===== src/rtl/core/pblc_pkg.sv =====
// ----------------------------------------------------------------------------
// pblc_pkg: shared types and constants for the plane buffer layout calculator
// Holds the configuration register indexes, the fixed metadata alignments,
// the divider widths and status type, and the power-of-two round-up helper.
// ----------------------------------------------------------------------------
package pblc_pkg;

    // Configuration register indexes.
    localparam logic [2:0] CFG_FRAME_WIDTH     = 3'd0;
    localparam logic [2:0] CFG_FRAME_HEIGHT    = 3'd1;
    localparam logic [2:0] CFG_BYTES_PER_PIXEL = 3'd2;
    localparam logic [2:0] CFG_COMPRESSED_MODE = 3'd3;
    localparam logic [2:0] CFG_HALF_HEIGHT     = 3'd4;
    localparam logic [2:0] CFG_SIZE_ALIGN_LG   = 3'd5;

    // Fixed metadata alignments, as log2: 64 blocks wide, 16 blocks high,
    // 4096-byte metadata plane size.
    localparam logic [4:0] META_W_ALIGN_LG    = 5'd6;
    localparam logic [4:0] META_H_ALIGN_LG    = 5'd4;
    localparam logic [4:0] META_SIZE_ALIGN_LG = 5'd12;

    // Block-count divider: a 16-bit dividend covers a 15-bit extent plus a
    // 9-bit block size minus one.
    localparam int DIV_NUM_W = 16;
    localparam int DIV_DEN_W = 9;
    localparam int DIV_CNT_W = 4;

    typedef struct packed {
        logic                 done;
        logic [DIV_NUM_W-1:0] quot;
    } div_status_t;

    // Round x up to a multiple of 2**lg, wrapping at 32 bits.
    function automatic logic [31:0] round_up_lg(input logic [31:0] x, input logic [4:0] lg);
        logic [31:0] mask;
        mask = (32'd1 << lg) - 32'd1;
        return (x + mask) & ~mask;
    endfunction

endpackage


===== src/rtl/core/pblc_div.sv =====
// ----------------------------------------------------------------------------
// pblc_div: iterative restoring divider
// Divides a 16-bit dividend by a nonzero 9-bit divisor, one quotient bit per
// cycle. A start beat loads the operands; done pulses for one cycle when the
// quotient is final, and the quotient holds until the next start.
// ----------------------------------------------------------------------------
module pblc_div (
    input  logic                          clk,
    input  logic                          rst_n,
    input  logic                          start,
    input  logic [pblc_pkg::DIV_NUM_W-1:0] num,
    input  logic [pblc_pkg::DIV_DEN_W-1:0] den,
    output pblc_pkg::div_status_t          status
);
    import pblc_pkg::*;

    logic                 busy_reg, busy_next;
    logic                 done_reg, done_next;
    logic [DIV_CNT_W-1:0] cnt_reg, cnt_next;
    logic [DIV_NUM_W-1:0] quot_reg, quot_next;
    logic [DIV_DEN_W-1:0] rem_reg, rem_next;
    logic [DIV_DEN_W-1:0] den_reg, den_next;
    logic [DIV_DEN_W:0]   trial;
    logic                 fits;

    // The partial remainder stays below the divisor, so the shifted trial
    // value needs one bit more than the divisor.
    assign trial = {rem_reg, quot_reg[DIV_NUM_W-1]};
    assign fits  = (trial >= {1'b0, den_reg});

    always_comb
    begin
        busy_next = busy_reg;
        done_next = 1'b0;
        cnt_next  = cnt_reg;
        quot_next = quot_reg;
        rem_next  = rem_reg;
        den_next  = den_reg;
        if (start)
        begin
            busy_next = 1'b1;
            cnt_next  = DIV_CNT_W'(DIV_NUM_W - 1);
            quot_next = num;
            rem_next  = '0;
            den_next  = den;
        end
        else if (busy_reg)
        begin
            quot_next = {quot_reg[DIV_NUM_W-2:0], fits};
            rem_next  = fits ? DIV_DEN_W'(trial - {1'b0, den_reg}) : trial[DIV_DEN_W-1:0];
            if (cnt_reg == '0)
            begin
                busy_next = 1'b0;
                done_next = 1'b1;
            end
            else
            begin
                cnt_next = cnt_reg - 1'b1;
            end
        end
    end

    always_ff @(posedge clk or negedge rst_n)
    begin
        if (!rst_n)
        begin
            busy_reg <= 1'b0;
            done_reg <= 1'b0;
            cnt_reg  <= '0;
        end
        else
        begin
            busy_reg <= busy_next;
            done_reg <= done_next;
            cnt_reg  <= cnt_next;
        end
    end

    always_ff @(posedge clk)
    begin
        quot_reg <= quot_next;
        rem_reg  <= rem_next;
        den_reg  <= den_next;
    end

    assign status.done = done_reg;
    assign status.quot = quot_reg;

endmodule


===== src/rtl/core/plane_buffer_layout_calc_top.sv =====
// ----------------------------------------------------------------------------
// plane_buffer_layout_calc_top: per-plane buffer layout calculator
// One plane at a time: in_stall is high from an accepted input beat until
// the plane moves into the output register. Each plane makes two block-count
// divisions on the shared 16-step divider and three passes through the
// shared multiplier. A result may wait in the output register while the next
// plane is accepted. Reset (rst_n, asynchronous) restores the register
// defaults and clears the running offset; no clearing pass is needed.
// ----------------------------------------------------------------------------
module plane_buffer_layout_calc_top (
    input  logic        clk,
    input  logic        rst_n,

    // Configuration write port.
    input  logic        cfg_wr_en,
    input  logic [2:0]  cfg_index,
    input  logic [14:0] cfg_wdata,

    // Plane description input channel.
    input  logic        in_valid,
    output logic        in_stall,
    input  logic [1:0]  plane_index,
    input  logic [3:0]  pitch_align_log2,
    input  logic [3:0]  height_align_log2,
    input  logic [3:0]  meta_pitch_align_log2,
    input  logic [3:0]  meta_height_align_log2,
    input  logic [4:0]  meta_size_align_log2,
    input  logic [8:0]  blk_width,
    input  logic [8:0]  blk_height,
    input  logic        last_plane,

    // Plane layout result channel.
    output logic        out_valid,
    input  logic        out_stall,
    output logic [31:0] aligned_width,
    output logic [31:0] aligned_height,
    output logic [31:0] stride,
    output logic [31:0] data_bytes,
    output logic [31:0] meta_size,
    output logic [31:0] byte_offset,
    output logic [31:0] total_size,
    output logic        is_last
);
    import pblc_pkg::*;

    // The sequencer walks one plane through the shared units: two divisions
    // for the metadata block counts, then three multiply and round-up pairs
    // for stride, data size and metadata size, then the offset update.
    typedef enum logic [9:0] {
        ST_IDLE  = 10'b00_0000_0001,
        ST_DIVW  = 10'b00_0000_0010,
        ST_DIVH  = 10'b00_0000_0100,
        ST_MUL_S = 10'b00_0000_1000,
        ST_RND_S = 10'b00_0001_0000,
        ST_MUL_D = 10'b00_0010_0000,
        ST_RND_D = 10'b00_0100_0000,
        ST_MUL_M = 10'b00_1000_0000,
        ST_RND_M = 10'b01_0000_0000,
        ST_OUT   = 10'b10_0000_0000
    } state_t;

    state_t state_reg, state_next;

    // Configuration registers.
    logic [14:0] frame_width_reg, frame_width_next;
    logic [14:0] frame_height_reg, frame_height_next;
    logic [3:0]  bpp_reg, bpp_next;
    logic        compressed_reg, compressed_next;
    logic        half_height_reg, half_height_next;
    logic [4:0]  size_align_reg, size_align_next;

    // Running byte offset of the next plane.
    logic [31:0] running_offset_reg, running_offset_next;

    // Per-plane working registers.
    logic [15:0] aw_reg, aw_next;
    logic [15:0] ah_reg, ah_next;
    logic [14:0] height_reg, height_next;
    logic [8:0]  bh_reg, bh_next;
    logic [3:0]  pitch_lg_reg, pitch_lg_next;
    logic [4:0]  size_lg_reg, size_lg_next;
    logic        last_reg, last_next;
    logic [16:0] mw_reg, mw_next;
    logic [16:0] mh_reg, mh_next;
    logic [31:0] prod_reg, prod_next;
    logic [31:0] stride_reg, stride_next;
    logic [31:0] dsize_reg, dsize_next;
    logic [31:0] msize_reg, msize_next;

    // Output register.
    logic        out_valid_reg, out_valid_next;
    logic [31:0] o_aw_reg, o_ah_reg, o_stride_reg, o_dsize_reg;
    logic [31:0] o_msize_reg, o_offset_reg, o_total_reg;
    logic        o_last_reg;

    logic        in_accept;
    logic        out_load;
    logic [8:0]  bw_eff;
    logic [8:0]  bh_eff;
    logic [15:0] h_plus;
    logic [14:0] plane_lines;
    logic [3:0]  pitch_lg_sel;
    logic [3:0]  height_lg_sel;
    logic [31:0] aw_full;
    logic [31:0] ah_full;
    logic [31:0] quot_rnd;
    logic [4:0]  quot_lg;
    logic [31:0] mul_a, mul_b;
    logic [63:0] mul_full;
    logic [4:0]  rnd_lg;
    logic [31:0] rnd_out;
    logic [31:0] offset_sum;

    logic                          div_start;
    logic [DIV_NUM_W-1:0]          div_num;
    logic [DIV_DEN_W-1:0]          div_den;
    div_status_t                   div_stat;

    assign in_stall  = (state_reg != ST_IDLE);
    assign in_accept = in_valid && !in_stall;

    // A finished plane moves into the output register when it is empty or
    // its beat is being taken in the same cycle.
    assign out_load = (state_reg == ST_OUT) && (!out_valid_reg || !out_stall);

    // ------------------------------------------------------------------
    // Configuration writes.
    // ------------------------------------------------------------------
    always_comb
    begin
        frame_width_next  = frame_width_reg;
        frame_height_next = frame_height_reg;
        bpp_next          = bpp_reg;
        compressed_next   = compressed_reg;
        half_height_next  = half_height_reg;
        size_align_next   = size_align_reg;
        if (cfg_wr_en)
        begin
            unique case (cfg_index)
                CFG_FRAME_WIDTH:     frame_width_next  = cfg_wdata;
                CFG_FRAME_HEIGHT:    frame_height_next = cfg_wdata;
                CFG_BYTES_PER_PIXEL: bpp_next          = cfg_wdata[3:0];
                CFG_COMPRESSED_MODE: compressed_next   = cfg_wdata[0];
                CFG_HALF_HEIGHT:     half_height_next  = cfg_wdata[0];
                CFG_SIZE_ALIGN_LG:   size_align_next   = cfg_wdata[4:0];
                default:             ;
            endcase
        end
    end

    // ------------------------------------------------------------------
    // Plane setup on the accepted input beat.
    // ------------------------------------------------------------------
    // A block dimension of zero counts as one.
    assign bw_eff = (blk_width == '0) ? 9'd1 : blk_width;
    assign bh_eff = (blk_height == '0) ? 9'd1 : blk_height;

    // Chroma planes may take half the frame height, rounded up.
    assign h_plus      = {1'b0, frame_height_reg} + 16'd1;
    assign plane_lines = ((plane_index != 2'd0) && half_height_reg) ? h_plus[15:1]
                                                                     : frame_height_reg;

    assign pitch_lg_sel  = compressed_reg ? meta_pitch_align_log2 : pitch_align_log2;
    assign height_lg_sel = compressed_reg ? meta_height_align_log2 : height_align_log2;

    assign aw_full = round_up_lg({17'd0, frame_width_reg}, {1'b0, pitch_lg_sel});
    assign ah_full = round_up_lg({17'd0, plane_lines}, {1'b0, height_lg_sel});

    // ------------------------------------------------------------------
    // Shared divider: ceil(width / block width), then ceil(height / block height).
    // ------------------------------------------------------------------
    always_comb
    begin
        div_start = 1'b0;
        div_num   = 16'({1'b0, frame_width_reg}) + 16'(bw_eff) - 16'd1;
        div_den   = bw_eff;
        if (state_reg == ST_DIVW)
        begin
            div_start = div_stat.done;
            div_num   = 16'(height_reg) + 16'(bh_reg) - 16'd1;
            div_den   = bh_reg;
        end
        else if (in_accept)
        begin
            div_start = 1'b1;
        end
    end

    pblc_div u_div (
        .clk    (clk),
        .rst_n  (rst_n),
        .start  (div_start),
        .num    (div_num),
        .den    (div_den),
        .status (div_stat)
    );

    // Block counts round up to 64 across and 16 down.
    assign quot_lg  = (state_reg == ST_DIVW) ? META_W_ALIGN_LG : META_H_ALIGN_LG;
    assign quot_rnd = round_up_lg({16'd0, div_stat.quot}, quot_lg);

    // ------------------------------------------------------------------
    // Shared multiplier and round-up unit. The product is registered before
    // it is rounded.
    // ------------------------------------------------------------------
    always_comb
    begin
        mul_a = {15'd0, mw_reg};
        mul_b = {15'd0, mh_reg};
        case (state_reg)
            ST_MUL_S:
            begin
                mul_a = {16'd0, aw_reg};
                mul_b = {28'd0, bpp_reg};
            end
            ST_MUL_D:
            begin
                mul_a = stride_reg;
                mul_b = {16'd0, ah_reg};
            end
            default:
            begin
                mul_a = {15'd0, mw_reg};
                mul_b = {15'd0, mh_reg};
            end
        endcase
    end

    assign mul_full = mul_a * mul_b;

    always_comb
    begin
        case (state_reg)
            ST_RND_S: rnd_lg = {1'b0, pitch_lg_reg};
            ST_RND_D: rnd_lg = size_lg_reg;
            default:  rnd_lg = META_SIZE_ALIGN_LG;
        endcase
    end

    assign rnd_out = round_up_lg(prod_reg, rnd_lg);

    // Offset of the plane after this one; all sums wrap at 32 bits.
    assign offset_sum = running_offset_reg + dsize_reg + msize_reg;

    // ------------------------------------------------------------------
    // Sequencer.
    // ------------------------------------------------------------------
    always_comb
    begin
        state_next          = state_reg;
        running_offset_next = running_offset_reg;
        aw_next             = aw_reg;
        ah_next             = ah_reg;
        height_next         = height_reg;
        bh_next             = bh_reg;
        pitch_lg_next       = pitch_lg_reg;
        size_lg_next        = size_lg_reg;
        last_next           = last_reg;
        mw_next             = mw_reg;
        mh_next             = mh_reg;
        prod_next           = prod_reg;
        stride_next         = stride_reg;
        dsize_next          = dsize_reg;
        msize_next          = msize_reg;

        unique case (state_reg)
            ST_IDLE:
            begin
                if (in_accept)
                begin
                    aw_next       = aw_full[15:0];
                    ah_next       = ah_full[15:0];
                    height_next   = plane_lines;
                    bh_next       = bh_eff;
                    pitch_lg_next = pitch_lg_sel;
                    size_lg_next  = compressed_reg ? meta_size_align_log2 : size_align_reg;
                    last_next     = last_plane;
                    state_next    = ST_DIVW;
                end
            end
            ST_DIVW:
            begin
                if (div_stat.done)
                begin
                    mw_next    = quot_rnd[16:0];
                    state_next = ST_DIVH;
                end
            end
            ST_DIVH:
            begin
                if (div_stat.done)
                begin
                    mh_next    = quot_rnd[16:0];
                    state_next = ST_MUL_S;
                end
            end
            ST_MUL_S:
            begin
                prod_next  = mul_full[31:0];
                state_next = ST_RND_S;
            end
            ST_RND_S:
            begin
                stride_next = rnd_out;
                state_next  = ST_MUL_D;
            end
            ST_MUL_D:
            begin
                prod_next  = mul_full[31:0];
                state_next = ST_RND_D;
            end
            ST_RND_D:
            begin
                dsize_next = rnd_out;
                state_next = ST_MUL_M;
            end
            ST_MUL_M:
            begin
                prod_next  = mul_full[31:0];
                state_next = ST_RND_M;
            end
            ST_RND_M:
            begin
                // Without compression there is no metadata plane.
                msize_next = compressed_reg ? rnd_out : 32'd0;
                state_next = ST_OUT;
            end
            ST_OUT:
            begin
                if (out_load)
                begin
                    running_offset_next = last_reg ? 32'd0 : offset_sum;
                    state_next          = ST_IDLE;
                end
            end
            default:
            begin
                state_next = ST_IDLE;
            end
        endcase
    end

    // Output valid: set when a plane is loaded, cleared when its beat is taken.
    always_comb
    begin
        out_valid_next = out_valid_reg;
        if (out_load)
        begin
            out_valid_next = 1'b1;
        end
        else if (!out_stall)
        begin
            out_valid_next = 1'b0;
        end
    end

    always_ff @(posedge clk or negedge rst_n)
    begin
        if (!rst_n)
        begin
            state_reg          <= ST_IDLE;
            frame_width_reg    <= 15'd1920;
            frame_height_reg   <= 15'd1080;
            bpp_reg            <= 4'd1;
            compressed_reg     <= 1'b0;
            half_height_reg    <= 1'b0;
            size_align_reg     <= 5'd12;
            running_offset_reg <= '0;
            out_valid_reg      <= 1'b0;
        end
        else
        begin
            state_reg          <= state_next;
            frame_width_reg    <= frame_width_next;
            frame_height_reg   <= frame_height_next;
            bpp_reg            <= bpp_next;
            compressed_reg     <= compressed_next;
            half_height_reg    <= half_height_next;
            size_align_reg     <= size_align_next;
            running_offset_reg <= running_offset_next;
            out_valid_reg      <= out_valid_next;
        end
    end

    always_ff @(posedge clk)
    begin
        aw_reg       <= aw_next;
        ah_reg       <= ah_next;
        height_reg   <= height_next;
        bh_reg       <= bh_next;
        pitch_lg_reg <= pitch_lg_next;
        size_lg_reg  <= size_lg_next;
        last_reg     <= last_next;
        mw_reg       <= mw_next;
        mh_reg       <= mh_next;
        prod_reg     <= prod_next;
        stride_reg   <= stride_next;
        dsize_reg    <= dsize_next;
        msize_reg    <= msize_next;
        if (out_load)
        begin
            o_aw_reg     <= {16'd0, aw_reg};
            o_ah_reg     <= {16'd0, ah_reg};
            o_stride_reg <= stride_reg;
            o_dsize_reg  <= dsize_reg;
            o_msize_reg  <= msize_reg;
            o_offset_reg <= running_offset_reg;
            o_total_reg  <= last_reg ? offset_sum : 32'd0;
            o_last_reg   <= last_reg;
        end
    end

    assign out_valid      = out_valid_reg;
    assign aligned_width  = o_aw_reg;
    assign aligned_height = o_ah_reg;
    assign stride         = o_stride_reg;
    assign data_bytes     = o_dsize_reg;
    assign meta_size      = o_msize_reg;
    assign byte_offset    = o_offset_reg;
    assign total_size     = o_total_reg;
    assign is_last        = o_last_reg;

    // ------------------------------------------------------------------
    // Assertions.
    // ------------------------------------------------------------------
    a_div_done_in_div_state: assert property (@(posedge clk) disable iff (!rst_n)
        div_stat.done |-> (state_reg == ST_DIVW || state_reg == ST_DIVH))
        else $error("divider finished outside a division step");

    a_offset_cleared_after_last: assert property (@(posedge clk) disable iff (!rst_n)
        (out_load && last_reg) |=> (running_offset_reg == 32'd0))
        else $error("running offset not cleared after the last plane");

    a_no_meta_uncompressed: assert property (@(posedge clk) disable iff (!rst_n)
        (out_load && !compressed_reg) |=> (meta_size == 32'd0))
        else $error("metadata size nonzero in uncompressed mode");

    a_total_only_on_last: assert property (@(posedge clk) disable iff (!rst_n)
        (out_load && !last_reg) |=> (total_size == 32'd0 && !is_last))
        else $error("total size given on a plane that is not last");

endmodule


===== config.mk =====
export PLATFORM = sky130hd
export DESIGN_NAME = plane_buffer_layout_calc_top
export DESIGN_NICKNAME = d
export VERILOG_FILES = /design/src/rtl/core/pblc_pkg.sv /design/src/rtl/core/pblc_div.sv /design/src/rtl/core/plane_buffer_layout_calc_top.sv
export SDC_FILE = /design/constraint.sdc
export NUM_CORES = 2
export LEC_CHECK = 0
export ABC_AREA = 1
export BUFFER_PORTS_ARGS = -buffer_cell sky130_fd_sc_hd__clkbuf_2
export CORE_UTILIZATION = 60
export DETAILED_ROUTE_END_ITERATION = 8
export PLACE_DENSITY_LB_ADDON = 0.25
export SYNTH_ARGS = -nofsm -noshare
export SYNTH_HDL_FRONTEND = slang
export SYNTH_SLANG_ARGS = --single-unit

===== constraint.sdc =====
create_clock -name clk -period 22.4 [get_ports clk]
set_clock_uncertainty 0.05 [all_clocks]
set_input_delay 2.24 -clock clk [delete_from_list [all_inputs] [get_ports clk]]
set_output_delay 2.24 -clock clk [all_outputs]
set_load 0.005 [all_outputs]

# Word level (Yosys, flattened, before mapping)
# Index checks and enable logic that the tools add are counted.
dict set report classes {
  add_sub_neg 17
  mul 1
  magnitude_cmp 1
  eq_ne 22
  shifts 4
  muxes 33
  bitwise_logic 8
  n_reduce_logical 26
}
# operator count
set ops {}
lappend ops {{10-bit one-hot mux with 10 select lines} 1}
lappend ops {{32-bit adder} 3}
lappend ops {{32-bit one-hot mux with 2 select lines} 1}
lappend ops {{16-bit by 1-bit subtractor with 16-bit output, second input constant} 4}
lappend ops {{16-bit two-way mux} 3}
lappend ops {{10-bit two-way mux} 4}
lappend ops {{17-bit one-hot mux with 2 select lines} 1}
lappend ops {{15-bit by 16-bit adder with 16-bit output} 2}
lappend ops {{15-bit by 9-bit adder with 16-bit output} 2}
lappend ops {{16-bit AND} 2}
lappend ops {{32-bit AND} 1}
lappend ops {{32-bit by 32-bit multiplier with 32-bit output} 1}
lappend ops {{32-bit two-way mux} 1}
lappend ops {{16-bit inverter} 2}
lappend ops {{32-bit inverter} 1}
lappend ops {{1-bit by 4-bit left shift with 16-bit output, first input constant} 2}
lappend ops {{1-bit by 5-bit left shift with 32-bit output, first input constant} 1}
lappend ops {{32-bit by 1-bit subtractor with 32-bit output, second input constant} 1}
lappend ops {{9-bit two-way mux} 3}
lappend ops {{2-bit AND reduction} 11}
lappend ops {{4-bit two-way mux} 5}
lappend ops {{9-bit zero test} 2}
lappend ops {{16-bit by 17-bit adder with 17-bit output} 1}
lappend ops {{17-bit AND} 1}
lappend ops {{other kinds (36)} 56}
dict set report word_totals {
  register_bits 545
  out_inout_bits 227
  word_cells 148
}

# Depth between registers and ports, before layout
dict set report depth {
  word_depth 7
  ltp_mapped 39
  mapped_depth_nobuf 38
}

# By module
# A second synthesis with hierarchy kept.
dict set report unflattened {
  hier_cells 4515
  area_unflattened_um2 40940.5
}
# mod instances cells_each area_per_inst_um2 seq_area_each_um2
set by_module_without_submodules {}
lappend by_module_without_submodules {plane_buffer_layout_calc_top 1 4242 38692.1 14518.9}
lappend by_module_without_submodules {pblc_div 1 273 2248.4 1081.0}

# Worst setup path after synthesis
# No wires, ideal clock.
dict set report synth_timing {
  kind {register to register}
  from {reg state_reg[6]}
  to {reg prod_reg[25] (data pin)}
  setup_time_ps 265
  arrival_ps 6760
  required_time_ps 22085
  slack_ps 15325
  path_stages_with_launch 33
  period_less_slack_ps 7075
  cell_sequence {dfrtp_1 nor2_1 nand2_2 nor2_4 nand2_1 buf_4 nand2_1 inv_2 buf_2 nand2_1 inv_1 a221oi_2 inv_2 nand2_1 fa_1 fa_1 inv_1 fa_1 fa_1 fa_1 inv_1 fa_1 inv_1 ha_1 nand2_1 nor4_1 a21oi_1 o21ai_0 nand2_1 nand2_1 inv_1 o21ai_0 xor2_1}
}
dict set report synth_via {
  elab_chain_len 3
}
# element line
set synth_rtl {}
lappend synth_rtl {{from (decl)} plane_buffer_layout_calc_top.sv:62} ;# state_t state_reg, state_next;
lappend synth_rtl {{from (signal assigned)} plane_buffer_layout_calc_top.sv:373} ;# state_reg <= state_next;
lappend synth_rtl {{10-bit by 6-bit == test with 1-bit output or 10-bit by 4-bit == test with 1-bit output (tied branches)} plane_buffer_layout_calc_top.sv:210} ;# case (state_reg)
lappend synth_rtl {{32-bit one-hot mux with 2 select lines or 17-bit one-hot mux with 2 select lines (tied branches)} plane_buffer_layout_calc_top.sv:210}
lappend synth_rtl {{32-bit by 32-bit multiplier with 32-bit output (*)} plane_buffer_layout_calc_top.sv:229} ;# assign mul_full = mul_a * mul_b;
lappend synth_rtl {{via mul_full[25]} plane_buffer_layout_calc_top.sv:109} ;# logic [63:0] mul_full;
lappend synth_rtl {{to (signal assigned)} plane_buffer_layout_calc_top.sv:396} ;# prod_reg <= prod_next;
lappend synth_rtl {{to (decl)} plane_buffer_layout_calc_top.sv:85} ;# logic [31:0] prod_reg, prod_next;
# The timed path passes the listed nets; every way through them passes the cells marked *.
# A chain may end at the register's enable or synchronous reset.

# Worst setup path after layout
dict set report layout_timing {
  from {reg state_reg[6]}
  to {reg prod_reg[26] (data pin)}
}
# Same word-level chain as after synthesis.

==> qor.log <==
[run_status] status completed
[placement] Placement Setup Slack 13.76 ns
[cts] Clock Root Buffer sky130_fd_sc_hd__clkbuf_16
[timing] headroom to the max-slew limit 15.5%
[power] switching power share of the total 33.6%
[critical_path] kind of launch point of the worst setup path flop
[timing] setup repair after global routing missed its margin no
[floorplanning] num rows 95
[synth] number of enable flip-flop cells after synthesis 438
[critical_path] Slowest cell on crit path sky130_fd_sc_hd__inv_1
[critical_path] buffers plus inverters on the worst setup path 6
[floorplanning] die boundary width 263 µm
[timing] setup slack of the critical path after layout 13.65 ns
[grt] aggregate global-route resource usage 34.6%
[timing] min cycle time layout 8.75 ns
[power] clock share of power 31.0%
[synth] mean instance size in the synthesized netlist 9.15 µm²
[synth] sequential share of the synthesized area 38.1%
[drt] Post-DRT Antenna Nets 0
[critical_path] type of the worst setup path reg -> reg
[cts] worst-case clock buffer depth 3
[floorplanning] Total Die Area 69300 µm²
[layout] Cell Count, Final, Fillers Out 5637
[cts] Worst-path clk slew 0.06 ns
[floorplanning] Core Box Area 67400 µm²
[cts] number of buffers added for setup after CTS 0
[grt] pin count of the biggest net entering global routing 129
[critical_path] worst-path maximum fanout 17
[drt] drt drc 0
[timing] transition time at the pin with the least slew margin 1.26 ns
[synth] Netlist cell types 67
[synth] Synth Instances 4477
[critical_path] maximum single-stage delay on the critical path 0.79 ns
[floorplanning] top-level I/O count 292
[job] Max Cap Violations 0
[drt] routed vias/inst 5.65
[synth] post-synthesis sequential element count 537
[power] leakage component of the power 20.6 nW
[placement] gp weighted congestion 0.989
[drt] Post-Route M1 WL 46200 µm
[drt] routed length on met2 56400 µm
[drt] highest routed metal layer met5
[cts] number of levels in the clock H-tree 2
[timing] Setup-failing EPs final 0
[placement] Inst Count DP 5530
[power] power dissipated by switching net loads 1.06 mW
[drt] average detailed-routed wire length per instance 20.9 µm
[grt] initial antenna violation count 3
[grt] wire length of the first global-routing pass 182000 µm
[floorplanning] Initial Utilization 60.8%
[power] Internal Pwr Total 2.10 mW
[drt] first-pass iteration count of the detailed router 6
[cts] latest clock arrival within the worst-skew pair 0.63 ns
[cts] clock tree from TritonCTS built
[drt] met3 WL 9990 µm
[power] power density over the cells 70.5 nW/µm²
[synth] prevailing post-synth register cell sky130_fd_sc_hd__edfxtp_1
[timing] setup TNS after final layout 0 ns
[critical_path] required arrival time at the worst endpoint 22.80 ns
[critical_path] crit-path leading delay family adder cells
[grt] vias in the first global route 31900
[timing] number of pins exceeding their max-slew limit in the final report 0
[layout] flip-flop count of the largest register after layout 64
[synth] biggest area consumer among synthesized cells sky130_fd_sc_hd__edfxtp_1
[cts] CTS sink count 537
[power] post-layout total power 3.17 mW
[layout] proportion of layout cells with a drive suffix above 1 10.5%
[cts] CTS Buf Count 56
[drt] drt first-iter violations 3038
[synth] async set-or-reset flop fraction in the synthesized netlist 16.8%
[critical_path] kind of end point of the critical path flop
[placement] post-DP HPWL 94000 µm
[power] part of the total power dissipated in sequential elements 41.1%
[cts] CTS Hold Bufs 0
[cts] quantity of gates resized following cts 0
[drt] vias post-DR 31900
[critical_path] data arrival time at the worst-slack endpoint 9.15 ns
[layout] Post-layout nets 5354
[floorplanning] DIE HEIGHT 263 µm
[drt] wire length after detailed routing 118000 µm
[timing] final cycle utilization of the critical path 39.1%
[power] highest ir drop seen on vdd 0.0867 mV
[synth] Syn Std Cell Area 40900 µm²
[synth] synthesis warning total 0
[synth] leading cell types by total area after synthesis sky130_fd_sc_hd__edfxtp_1 (32%), sky130_fd_sc_hd__fa_1 (17%), sky130_fd_sc_hd__nand2_1 (7.9%)
[timing] Max Clock Freq 114 MHz
[layout] area grow syn2layout 9.71%
[hold_path] class of the most critical hold timing path reg -> reg
[power] fraction of power consumed by combinational cells 27.9%
[synth] area share of the leading cell type in the synthesized netlist 32.1%
[critical_path] Crit path top cell by count sky130_fd_sc_hd__nand2_1
[placement] Port Buf Inserts 259
[timing] endpoints failing hold 0
[grt] leftover overflow at the end of global routing 0
-- through the flow --
stage | util [%] | area, µm² | hold WS (ns)
after floorplan | - | 41100 | 0.376
after global placement | 63.8 | 43000 | 0.382
after detailed placement | 63.8 | 43000 | 0.392
after CTS | 66.7 | 44900 | 0.407
after global routing | 66.7 | 44900 | 0.414
final | 66.7 | 44900 | 0.403
-- worst paths after layout --
path / start / slack [ns] / depth (start not counted) / to
max in group asynchronous: rst_n / 19.51 / 2 / running_offset_reg[27]
setup reg to reg: state_reg[6] / 13.65 / 30 / prod_reg[26]
setup / recovery: state_reg[6] / 13.65 / 30 / prod_reg[26]
min in group asynchronous: rst_n / 1.50 / 1 / size_align_reg[1]
hold / removal: stride_reg[27] / 0.40 / 0 / stride[27]
hold reg to reg: stride_reg[27] / 0.40 / 0 / stride[27]
-- routing by layer --
metal | track usage, % | vias up
met1 | 44.3 | 15300
met4 | 13.8 | 8
met5 | 0 | -
met3 | 6.97 | 302
met2 | 57.9 | 1435
li1 | - | 14800
-- kinds of logic after synthesis --
family | synth area share, %
adder cells (fa/ha/maj) | 24.1
XOR/XNOR | 2.99
flip-flops | 38.1
AND/OR/NAND/NOR | 17.5
other | 0.0183
AO/OA/AOI/OAI | 7.87
buffers and inverters | 9.47
-- synth_stat cells (all sizes together) (5+ instances only) --
| cell type | count |
|---|---|
| a211oi | 7 |
| a21o | 14 |
| a21oi | 198 |
| a221oi | 5 |
| a22o | 12 |
| a31oi | 32 |
| buf | 66 |
| clkbuf | 70 |
| clkinv | 7 |
| dfrtp | 78 |
| dfstp | 12 |
| dfxtp | 9 |
| edfxtp | 438 |
| fa | 357 |
| ha | 217 |
| inv | 836 |
| nand2 | 884 |
| nand3 | 158 |
| nand3b | 18 |
| nand4 | 41 |
| nor2 | 473 |
| nor3 | 70 |
| nor3b | 9 |
| nor4 | 16 |
| o2111ai | 8 |
| o211ai | 8 |
| o21a | 18 |
| o21ai | 222 |
| o21bai | 8 |
| o22ai | 14 |
| or2 | 9 |
| xnor2 | 59 |
| xor2 | 81 |
-- power groups by stage --
stage / sequential [mW] / combinational [mW] / clock, mW
finish: 1.30 / 0.882 / 0.981
global route: 1.31 / 0.991 / 1.03
CTS: 1.30 / 0.868 / 0.989
detailed placement: 1.32 / 0.860 / 0
global placement: 1.32 / 0.844 / 0
floorplan: 1.28 / 0.653 / 0
-- cell type report --
cell class                 count  area, µm²
fill                        5555      22500
multi-input combinational   2995      21600
sequential                   537      15600
inverter                     843       3180
clock buffer                  70       1520
timing repair buffer         282       1470
tap                          873       1090
clock inverter                36        435
antenna                        1       2.50
-- cells in the final DEF (no fill, tap or decap), drive strengths merged, types with 9 or more instances in the layout --
master	n
xnor2	59
a21o	14
or2	9
a21oi	198
fa	357
a22o	12
o21a	18
dfstp	12
dfrtp	78
o21ai	222
nor3	70
nor4	16
nand2	884
inv	837
nor3b	9
nand4	41
nand3	158
nand3b	18
xor2	81
dfxtp	9
conb	36
clkbuf	328
o22ai	14
edfxtp	438
nor2	473
clkinv	29
ha	217
a31oi	32
buf	24
No activity file was read; power rests on OpenSTA's default activity.
